--- config.mk ---
export PLATFORM = sky130hd
export DESIGN_NAME = register_write_datagram_framer
export DESIGN_NICKNAME = d
export VERILOG_FILES = /design/src/rtl/rwdf_pkg.sv /design/src/rtl/rwdf_req_reg.sv /design/src/rtl/rwdf_byte_out.sv /design/src/rtl/register_write_datagram_framer.sv
export SDC_FILE = /design/constraint.sdc
export NUM_CORES = 1
export LEC_CHECK = 0
export BUFFER_PORTS_ARGS = -buffer_cell sky130_fd_sc_hd__clkbuf_2
export CAP_MARGIN = 20
export CORE_MARGIN = 2
export CORE_UTILIZATION = 54
export DETAILED_ROUTE_END_ITERATION = 10
export PLACE_DENSITY = 0.79
export SLEW_MARGIN = 20
export SYNTH_ARGS = -nofsm -noshare
export SYNTH_HDL_FRONTEND = slang
export SYNTH_SLANG_ARGS = --single-unit
--- constraint.sdc ---
create_clock -name clk_i -period 4.2 [get_ports clk_i]
set_clock_uncertainty 0.05 [all_clocks]
set_input_delay 0.63 -clock clk_i [delete_from_list [all_inputs] [get_ports clk_i]]
set_output_delay 0.63 -clock clk_i [all_outputs]
set_load 0.02 [all_outputs]
--- src/rtl/rwdf_pkg.sv ---
package rwdf_pkg;

  localparam int unsigned AddrW = 7;
  localparam int unsigned ValueW = 32;
  localparam int unsigned ByteW = 8;
  localparam int unsigned DgramLen = 8;
  localparam int unsigned IdxW = 3;

  localparam logic [IdxW-1:0] IdxSync = 3'd0;
  localparam logic [IdxW-1:0] IdxNode = 3'd1;
  localparam logic [IdxW-1:0] IdxAddr = 3'd2;
  localparam logic [IdxW-1:0] IdxVal3 = 3'd3;
  localparam logic [IdxW-1:0] IdxVal2 = 3'd4;
  localparam logic [IdxW-1:0] IdxVal1 = 3'd5;
  localparam logic [IdxW-1:0] IdxVal0 = 3'd6;
  localparam logic [IdxW-1:0] IdxCrc = 3'd7;

  localparam logic [ByteW-1:0] SyncByte = 8'h05;
  localparam logic [ByteW-1:0] NodeAddr = 8'h00;
  localparam logic WriteBit = 1'b1;
  localparam logic [ByteW-1:0] CrcPoly = 8'h07;
  localparam logic [ByteW-1:0] CrcInit = 8'h00;

  typedef struct packed {
    logic [AddrW-1:0] addr;
    logic [ValueW-1:0] value;
  } req_t;

  // Shift-left CRC-8, data bits fed LSB first.
  function automatic logic [ByteW-1:0] crc8_update(logic [ByteW-1:0] crc_in,
                                                   logic [ByteW-1:0] data);
    logic [ByteW-1:0] crc;
    logic [ByteW-1:0] d;
    crc = crc_in;
    d = data;
    for (int b = 0; b < ByteW; b++) begin
      if (crc[ByteW-1] ^ d[0]) begin
        crc = {crc[ByteW-2:0], 1'b0} ^ CrcPoly;
      end else begin
        crc = {crc[ByteW-2:0], 1'b0};
      end
      d = {1'b0, d[ByteW-1:1]};
    end
    return crc;
  endfunction

endpackage

--- src/rtl/rwdf_req_reg.sv ---
module rwdf_req_reg (
  input  logic          clk_i,
  input  logic          rst_ni,
  input  logic          req_valid_i,
  output logic          req_stall_o,
  input  rwdf_pkg::req_t req_i,
  output logic          held_valid_o,
  output rwdf_pkg::req_t held_o,
  input  logic          pop_i
);

  logic           valid_q, valid_d;
  rwdf_pkg::req_t req_q;
  logic           accept;

  assign req_stall_o = valid_q && !pop_i;
  assign accept = req_valid_i && !req_stall_o;

  always_comb begin
    valid_d = valid_q;
    if (accept) begin
      valid_d = 1'b1;
    end else if (pop_i) begin
      valid_d = 1'b0;
    end
  end

  always_ff @(posedge clk_i or negedge rst_ni) begin
    if (!rst_ni) begin
      valid_q <= 1'b0;
    end else begin
      valid_q <= valid_d;
    end
  end

  always_ff @(posedge clk_i) begin
    if (accept) begin
      req_q <= req_i;
    end
  end

  assign held_valid_o = valid_q;
  assign held_o = req_q;

endmodule

--- src/rtl/rwdf_byte_out.sv ---
module rwdf_byte_out (
  input  logic                           clk_i,
  input  logic                           rst_ni,
  input  logic                           held_valid_i,
  input  rwdf_pkg::req_t                 held_i,
  output logic                           pop_o,
  output logic                           out_valid_o,
  input  logic                           out_stall_i,
  output logic [rwdf_pkg::ByteW-1:0]     tx_byte_o,
  output logic                           last_byte_o
);

  logic                          out_valid_q, out_valid_d;
  logic [rwdf_pkg::IdxW-1:0]     idx_q, idx_d;
  logic [rwdf_pkg::ByteW-1:0]    crc_q, crc_d;
  logic [rwdf_pkg::ByteW-1:0]    tx_byte_q;
  logic                          last_q;
  logic [rwdf_pkg::ByteW-1:0]    cur_byte;
  logic                          load;
  logic                          is_last;

  assign load = held_valid_i && (!out_valid_q || !out_stall_i);
  assign is_last = (idx_q == rwdf_pkg::IdxCrc);
  assign pop_o = load && is_last;

  always_comb begin
    case (idx_q)
      rwdf_pkg::IdxSync: cur_byte = rwdf_pkg::SyncByte;
      rwdf_pkg::IdxNode: cur_byte = rwdf_pkg::NodeAddr;
      rwdf_pkg::IdxAddr: cur_byte = {rwdf_pkg::WriteBit, held_i.addr};
      rwdf_pkg::IdxVal3: cur_byte = held_i.value[31:24];
      rwdf_pkg::IdxVal2: cur_byte = held_i.value[23:16];
      rwdf_pkg::IdxVal1: cur_byte = held_i.value[15:8];
      rwdf_pkg::IdxVal0: cur_byte = held_i.value[7:0];
      default:           cur_byte = crc_q;
    endcase
  end

  always_comb begin
    out_valid_d = out_valid_q;
    idx_d = idx_q;
    crc_d = crc_q;
    if (load) begin
      out_valid_d = 1'b1;
      idx_d = idx_q + 1'b1;
      // restart the checksum after the CRC byte goes out
      crc_d = is_last ? rwdf_pkg::CrcInit : rwdf_pkg::crc8_update(crc_q, cur_byte);
    end else if (!out_stall_i) begin
      out_valid_d = 1'b0;
    end
  end

  always_ff @(posedge clk_i or negedge rst_ni) begin
    if (!rst_ni) begin
      out_valid_q <= 1'b0;
      idx_q <= rwdf_pkg::IdxSync;
      crc_q <= rwdf_pkg::CrcInit;
    end else begin
      out_valid_q <= out_valid_d;
      idx_q <= idx_d;
      crc_q <= crc_d;
    end
  end

  always_ff @(posedge clk_i) begin
    if (load) begin
      tx_byte_q <= cur_byte;
      last_q <= is_last;
    end
  end

  assign out_valid_o = out_valid_q;
  assign tx_byte_o = tx_byte_q;
  assign last_byte_o = last_q;

endmodule

--- src/rtl/register_write_datagram_framer.sv ---
// Register write datagram framer: one request in, eight datagram bytes out.
// The request is held in a register, then each byte is registered at the output.
// Throughput: one byte per cycle while out_stall_i is low, set by the
// single byte-wide output register; the next request is taken as the CRC byte loads.
// Reset (rst_ni, async, active low) empties both registers and restarts the CRC.
module register_write_datagram_framer (
  input  logic                        clk_i,
  input  logic                        rst_ni,
  input  logic                        in_valid_i,
  output logic                        in_stall_o,
  input  logic [rwdf_pkg::AddrW-1:0]  reg_address_i,
  input  logic [rwdf_pkg::ValueW-1:0] reg_value_i,
  output logic                        out_valid_o,
  input  logic                        out_stall_i,
  output logic [rwdf_pkg::ByteW-1:0]  tx_byte_o,
  output logic                        last_byte_o
);

  rwdf_pkg::req_t req_in;
  rwdf_pkg::req_t held;
  logic           held_valid;
  logic           pop;

  assign req_in.addr = reg_address_i;
  assign req_in.value = reg_value_i;

  rwdf_req_reg u_req_reg (
    .clk_i       (clk_i),
    .rst_ni      (rst_ni),
    .req_valid_i (in_valid_i),
    .req_stall_o (in_stall_o),
    .req_i       (req_in),
    .held_valid_o(held_valid),
    .held_o      (held),
    .pop_i       (pop)
  );

  rwdf_byte_out u_byte_out (
    .clk_i       (clk_i),
    .rst_ni      (rst_ni),
    .held_valid_i(held_valid),
    .held_i      (held),
    .pop_o       (pop),
    .out_valid_o (out_valid_o),
    .out_stall_i (out_stall_i),
    .tx_byte_o   (tx_byte_o),
    .last_byte_o (last_byte_o)
  );

endmodule
# Yosys cells after proc, flatten, opt, wreduce, memory -nomap -nowiden
# Cells that the tools add are included.
[classes]
n_eq_ne = 8
n_reduce_logical = 11
bitwise_logic = 16
n_mux = 21
add_sub_neg = 1
[ops]
columns = ["op", "n"]
rows = [
  ["$mux 8", 8],
  ["$pmux 8 s7", 1],
  ["$mux 3", 8],
  ["$not 3->3", 8],
  ["$eq 3x3->1 const B", 4],
  ["$xor 1x1->1", 8],
  ["$eq 3x2->1 const B", 2],
  ["$logic_and 1x1->1", 4],
  ["$logic_not 1->1", 4],
  ["$mux 1", 4],
  ["$add 3x1->3 const B", 1],
  ["$eq 3x1->1 const B", 1],
  ["$logic_not 3->1", 1],
  ["$ne 2x1->1 const B", 1],
  ["$reduce_bool 2->1", 1],
  ["$logic_or 1x1->1", 1],
]
[word_totals]
in_bits = 43
elab_cells = 65
out_inout_bits = 11
regBits = 61

# Logic depth before layout (Yosys ltp)
[depth]
word_depth = 26
mapped_depth = 13
mapped_depth_nobuf = 10

# Cells and area by module
# From an unflattened synthesis, not the netlist that was laid out.
[unflattened]
hier_cells = 187
hier_area_um2 = 2725.1
[by_module_without_submodules]
columns = ["module", "cells_each", "seq_area_each_um2", "area_each_um2", "n_inst"]
rows = [
  ["rwdf_byte_out", 143, 570.5, 1496.4, 1],
  ["rwdf_req_reg", 44, 1196.1, 1228.7, 1],
]

# Worst setup path after synthesis
# No wires, ideal clock.
[synth_path]
path_type = "flip-flop to flip-flop"
start = "register u_byte_out.idx_q[0] (netlist name)"
end = "register u_byte_out.crc_q[3] (netlist name)"
setup_time_ps = 76
setup_slack_ps = 1216
arrival_time_ps = 2858
path_stages_with_launch = 13
path_cell_list = "dfrtp_1 ha_1 ha_1 buf_6 or4_4 buf_6 nor2_1 a31oi_4 xnor2_1 xnor2_2 xnor2_1 or4_1 o21ai_1"
[synth_rtl]
columns = ["element", "line_no", "rtl"]
rows = [
  ["from (decl)", "rwdf_byte_out.sv:14", "logic [rwdf_pkg::IdxW-1:0] idx_q, idx_d;"],
  ["from (signal assigned)", "rwdf_byte_out.sv:56", "idx_q <= rwdf_pkg::IdxSync;"],
  ["from (signal assigned)", "rwdf_byte_out.sv:60", "idx_q <= idx_d;"],
  ["$eq 3x3->1 (tied with other cells)", "rwdf_byte_out.sv:27", "case (idx_q)"],
  ["$pmux 8 s7 *", "rwdf_byte_out.sv:27", ""],
  ["via u_byte_out.cur_byte, one bit", "rwdf_byte_out.sv:18", "logic [rwdf_pkg::ByteW-1:0] cur_byte;"],
  ["$xor 1x1->1 *", "rwdf_pkg.sv:37", "if (crc[ByteW-1] ^ d[0]) begin"],
  ["$mux 3 *", "rwdf_pkg.sv:37", ""],
  ["$mux 8 *", "rwdf_byte_out.sv:43", "if (load) begin"],
  ["$not 3->3 (no line)", "n/a", ""],
  ["$mux 3 *", "rwdf_pkg.sv:37", ""],
  ["$mux 8 *", "rwdf_byte_out.sv:43", ""],
  ["$mux 8 *", "rwdf_byte_out.sv:47", "crc_d = is_last ? rwdf_pkg::CrcInit : rwdf_pkg::crc8_update(crc_q, cur_byte);"],
  ["to (signal assigned)", "rwdf_byte_out.sv:57", "crc_q <= rwdf_pkg::CrcInit;"],
  ["to (signal assigned)", "rwdf_byte_out.sv:61", "crc_q <= crc_d;"],
  ["to (decl)", "rwdf_byte_out.sv:15", "logic [rwdf_pkg::ByteW-1:0] crc_q, crc_d;"],
]
# The timed path passes the listed nets; every way through them passes the cells marked *. The select of a mux whose other input is x is not followed.
# A chain may end at the register's enable or synchronous reset.

# Worst setup path after layout
[layout_path]
start = "register u_byte_out.idx_q[2] (netlist name)"
end = "register u_byte_out.crc_q[3] (netlist name)"
[layout_between]
elab_chain_len = 14
[layout_rtl]
columns = ["element", "line_no"]
rows = [
  ["$eq 3x3->1 (tied with other cells)", "rwdf_byte_out.sv:27"],
  ["$pmux 8 s7 *", "rwdf_byte_out.sv:27"],
  ["via u_byte_out.cur_byte, one bit", "rwdf_byte_out.sv:18"],
  ["$xor 1x1->1 *", "rwdf_pkg.sv:37"],
  ["$mux 3 *", "rwdf_pkg.sv:37"],
  ["$mux 8 * (6 in series)", "rwdf_byte_out.sv:43"],
  ["$xor 1x1->1 *", "rwdf_pkg.sv:37"],
  ["$mux 3 *", "rwdf_pkg.sv:37"],
  ["$mux 8 *", "rwdf_byte_out.sv:43"],
  ["$mux 8 *", "rwdf_byte_out.sv:47"],
]
# Marks and branches as above.

==> results by group <==
Floorplan
  • Horizontal extent of the die: 74.50 µm
  • CORE AREA: between 4000 and 5000 µm²
  • Num rows: 25
  • Starting density of the core: between 50% and 60%
  • Number of top-level design ports: 54
  • Die Ht: around 75 µm
  • Die footprint: 5550 µm²

Placement
  • RePlAce Congestion: 0.8611
  • Count of input and output buffers: 53
  • Post-DP HPWL: 3418 µm
  • Worst slack after detailed placement: 0.8252 ns
  • Count of placed standard cells including taps: just under 300

Routing
  • Detail-routed via count per cell: ~5.2
  • Number of DRC violations after detailed-routing iteration 0: roughly 120
  • First-pass iteration count of the detailed router: 4
  • Remaining DRCs: 0
  • Routed wirelength normalized by instance count: between 15 and 20 µm
  • Vias: 1610
  • Routed Wire Length: between 4000 and 5000 µm
  • Post-route antenna net violation count: 0

Final layout
  • Non-filler instance count after layout: about 310
  • Number of fill cells: about 360
  • Fraction of final layout cells sized beyond drive strength 1: around a third
  • Growth of design area from synthesis to finish: 18.79%
  • Post-layout utilization of the core: between 60% and 70%
  • ANT cells: 0
  • Final Net Count: 285

Worst setup path
  • Worst Reg-to-Reg Cells: 10
  • Nature of the critical path startpoint: flip-flop
  • Worst setup startpoint: u_byte_out.idx_q[2]$_DFFE_PN0P_
  • Critical-path top delay cell: or4_4
  • Most frequent cell on the critical path: xnor2_1
  • Worst flop-to-flop path startpoint: u_byte_out.idx_q[2]$_DFFE_PN0P_
  • Class of the most critical setup path: flip-flop to flip-flop
  • Biggest cell delay along the critical path: 0.71 ns
  • Worst EP arrival: about 3.6 ns
  • Number of buffers and inverters on the critical path: 1
  • Critical Path End Type: flip-flop
  • Worst reg2reg setup slack: 0.85 ns
  • Data required time at the worst endpoint: ~4.4 ns
  • CP endpoint: u_byte_out.crc_q[3]$_DFFE_PN0P_
  • Endpoint of the lowest-slack register-to-register path: u_byte_out.crc_q[3]$_DFFE_PN0P_
  • Largest driver fanout on the critical path: 16
  • WP depth: 10
  • Top Family by Delay on Critical Path: simple AND/OR/NAND/NOR gates
  • Chain of cells forming the critical path: inv_1, ha_1, or4_4, nor2_1, a41oi_4, xnor2_1, xnor2_1, xnor2_1, or4_1, o21ai_1

Synth
  • Count of state elements after synthesis: between 60 and 70
  • Distinct cell type count after synthesis: 34
  • Post-Syn Area: around 2700 µm²
  • Mean instance size in the synthesized netlist: 14.91 µm²
  • Syn. warnings: 0
  • Synthesized instance count: 180
  • Sequential area share after synthesis: between 60% and 70%
  • Syn Nets: around 230

Global routing
  • Overflow left after global routing: 0
  • Global router's overall resource usage: between 10% and 20%
  • Via count of the first global-routing pass: 1634
  • Wire length of the first global-routing pass: 7562 µm
  • Number of antenna violations at the first check in global routing: 0
  • Pin count of the biggest net entering global routing: 40

Timing
  • Setup repair after global routing missed its margin: no
  • Transition time at the pin with the least slew margin: roughly 0.50 ns
  • Post-layout minimum cycle time: around 3.4 ns
  • Final setup TNS: 0 ns
  • Final Setup Violations: 0
  • Maximum clock frequency: ~0.3 GHz
  • Period utilisation layout: roughly four fifths
  • Final Worst Setup Slack: 0.8466 ns
  • Number of slew-limit violations in the final report: 0
  • Worst-case headroom to the max-slew limit: around 67%
  • Number of hold violations in the final report: 0

CTS
  • H-tree lvl count: 3
  • Post-cts resize count: 0
  • Clock transition time at the flip-flop clock pins of the worst setup and hold paths: ~0.06 ns
  • CTS Buf Count: 9
  • Longest Clk Path Bufs: 2
  • Post-CTS Setup Bufs: 0
  • Clock Root Buffer: clkbuf_8
  • Clock insertion delay at the later pin of the skew report: approximately 0.34 ns
  • Sink count of the clock tree: between 60 and 70
  • CTS tree: built
  • Total of hold buffers inserted after clock tree synthesis: 0

Min path
  • Type of the tightest min-delay check: input port to async pin

Power
  • Leakage power summed over all cells: around 1.3 nW
  • Total power density per cell area: approximately 1000 nW/µm²
  • VDD IR max: about 0.39 mV

Flow run
  • Max-cap violations: 0

Run status
  • Status: finished clean
[layout make-up]
type / instances / area, µm² / share of cell area, %
Clock buffer: 10 / 127.6 / 4.003
Tap cell: 67 / 83.83 / 2.630
Sequential cell: 61 / 1767 / 55.42
Clock inverter: 6 / 77.57 / 2.433
Timing Repair Buffer: 54 / 272.8 / 8.556
Inverter: 11 / 41.29 / 1.295
Multi-Input combinational cell: 99 / 818.3 / 25.67
[cell usage after synthesis (all sizes together)]
cell	instances	area (µm²)
nand2	12	45.04
a32oi	4	35.03
edfxtp	48	1441
o21ai	8	40.03
clkbuf	4	15.01
a22o	11	96.34
and2	1	6.260
xor2	6	52.55
dfrtp	13	325.3
nand2b	3	18.77
o22ai	1	12.51
buf	5	42.53
a222oi	2	20.02
a22oi	5	37.54
xnor2	16	162.7
o2bb2ai	1	8.760
a21oi	3	15.01
a31oi	4	67.56
nand3b	2	15.01
a41oi	2	43.80
a41o	1	11.26
nor2b	1	6.260
or4	2	18.77
nor2	8	30.03
ha	6	75.07
inv	11	41.29
[registers in the layout, summed over array words and instances (netlist names)]
register                cells
u_byte_out.out_valid_o      1
u_byte_out.tx_byte_o        8
u_req_reg.held_o           39
u_req_reg.held_valid_o      1
u_byte_out.crc_q            8
u_byte_out.last_byte_o      1
u_byte_out.idx_q            3
[kinds of logic (layout without fill, tap and decap cells)]
group           Yosys count  count (layout)  synth area share [%]
simple gates             29              29                 5.222
compound gates           42              42                 14.45
flops                    61              61                 65.83
xor+xnor                 22              22                 8.019
buf+inv                  20              81                 3.682
fa+ha+maj                 6               6                 2.797
[metrics by stage]
step	power (W)	area, µm²	hold slack [ns]
2_1_floorplan	0.002455	2684	0.2844
3_3_place_gp	0.002669	2983	0.4112
3_5_place_dp	0.002702	2983	0.4194
4_1_cts	0.003249	3188	0.1377
5_1_grt	0.003450	3188	0.1466
6_report	0.003226	3188	0.1400
[how the worst min path moves through the flow]
| stage | to | slack [ns] | depth (start not counted) | start |
|---|---|---|---|---|
| 6_report | u_byte_out.idx_q[2]$_DFFE_PN0P_ | 0.14 | 1 | rst_ni |
| 5_1_grt | u_req_reg.held_valid_o$_DFFE_PN0P_ | 0.15 | 1 | rst_ni |
| 4_1_cts | u_byte_out.crc_q[2]$_DFFE_PN0P_ | 0.14 | 1 | rst_ni |
| 3_5_place_dp | u_byte_out.out_valid_o$_DFFE_PN0P_ | 0.42 | 1 | u_req_reg.held_valid_o$_DFFE_PN0P_ |
| 3_3_place_gp | u_byte_out.out_valid_o$_DFFE_PN0P_ | 0.41 | 1 | u_req_reg.held_valid_o$_DFFE_PN0P_ |
| 2_1_floorplan | u_byte_out.crc_q[0]$_DFFE_PN0P_ | 0.28 | 0 | rst_ni |
[worst register-to-register path: cells and delay by family (launching register included)]
| kind | cells | cell delay (ns) |
|---|---|---|
| AOI/OAI and AO/OA | 2 | 0.14 |
| DFF | 1 | 0.62 |
| adders and majority gates | 1 | 0.34 |
| and+or+nand+nor | 3 | 1.32 |
| buffers and inverters | 1 | 0.19 |
| xor gates and xnor gates | 3 | 0.63 |
[power breakdown]
| group | internal, W | switching [W] |
|---|---|---|
| Combinational | 0.000832 | 0.000932 |
| Sequential | 0.000837 | 0.0000884 |
| Clock | 0.000328 | 0.000208 |
[per-layer routing]
metal	routed length, µm	global-route usage [%]
met1	1941	24.55
met2	2226	28.61
met3	401	7.859
met4	97	11.11
met5	0	0
[placed cells by master (no fill, tap or decap), types with 8 or more instances in the layout]
| cell | synthesis | layout |
|---|---|---|
| clkbuf_2 | 0 | 53 |
| edfxtp_1 | 48 | 48 |
| xnor2_1 | 13 | 13 |
| dfrtp_1 | 13 | 13 |
| nand2_1 | 12 | 12 |
| a22o_1 | 11 | 11 |
| inv_1 | 10 | 10 |
| clkbuf_8 | 0 | 9 |
| nor2_1 | 8 | 8 |
(Power assumes the default switching activity.)
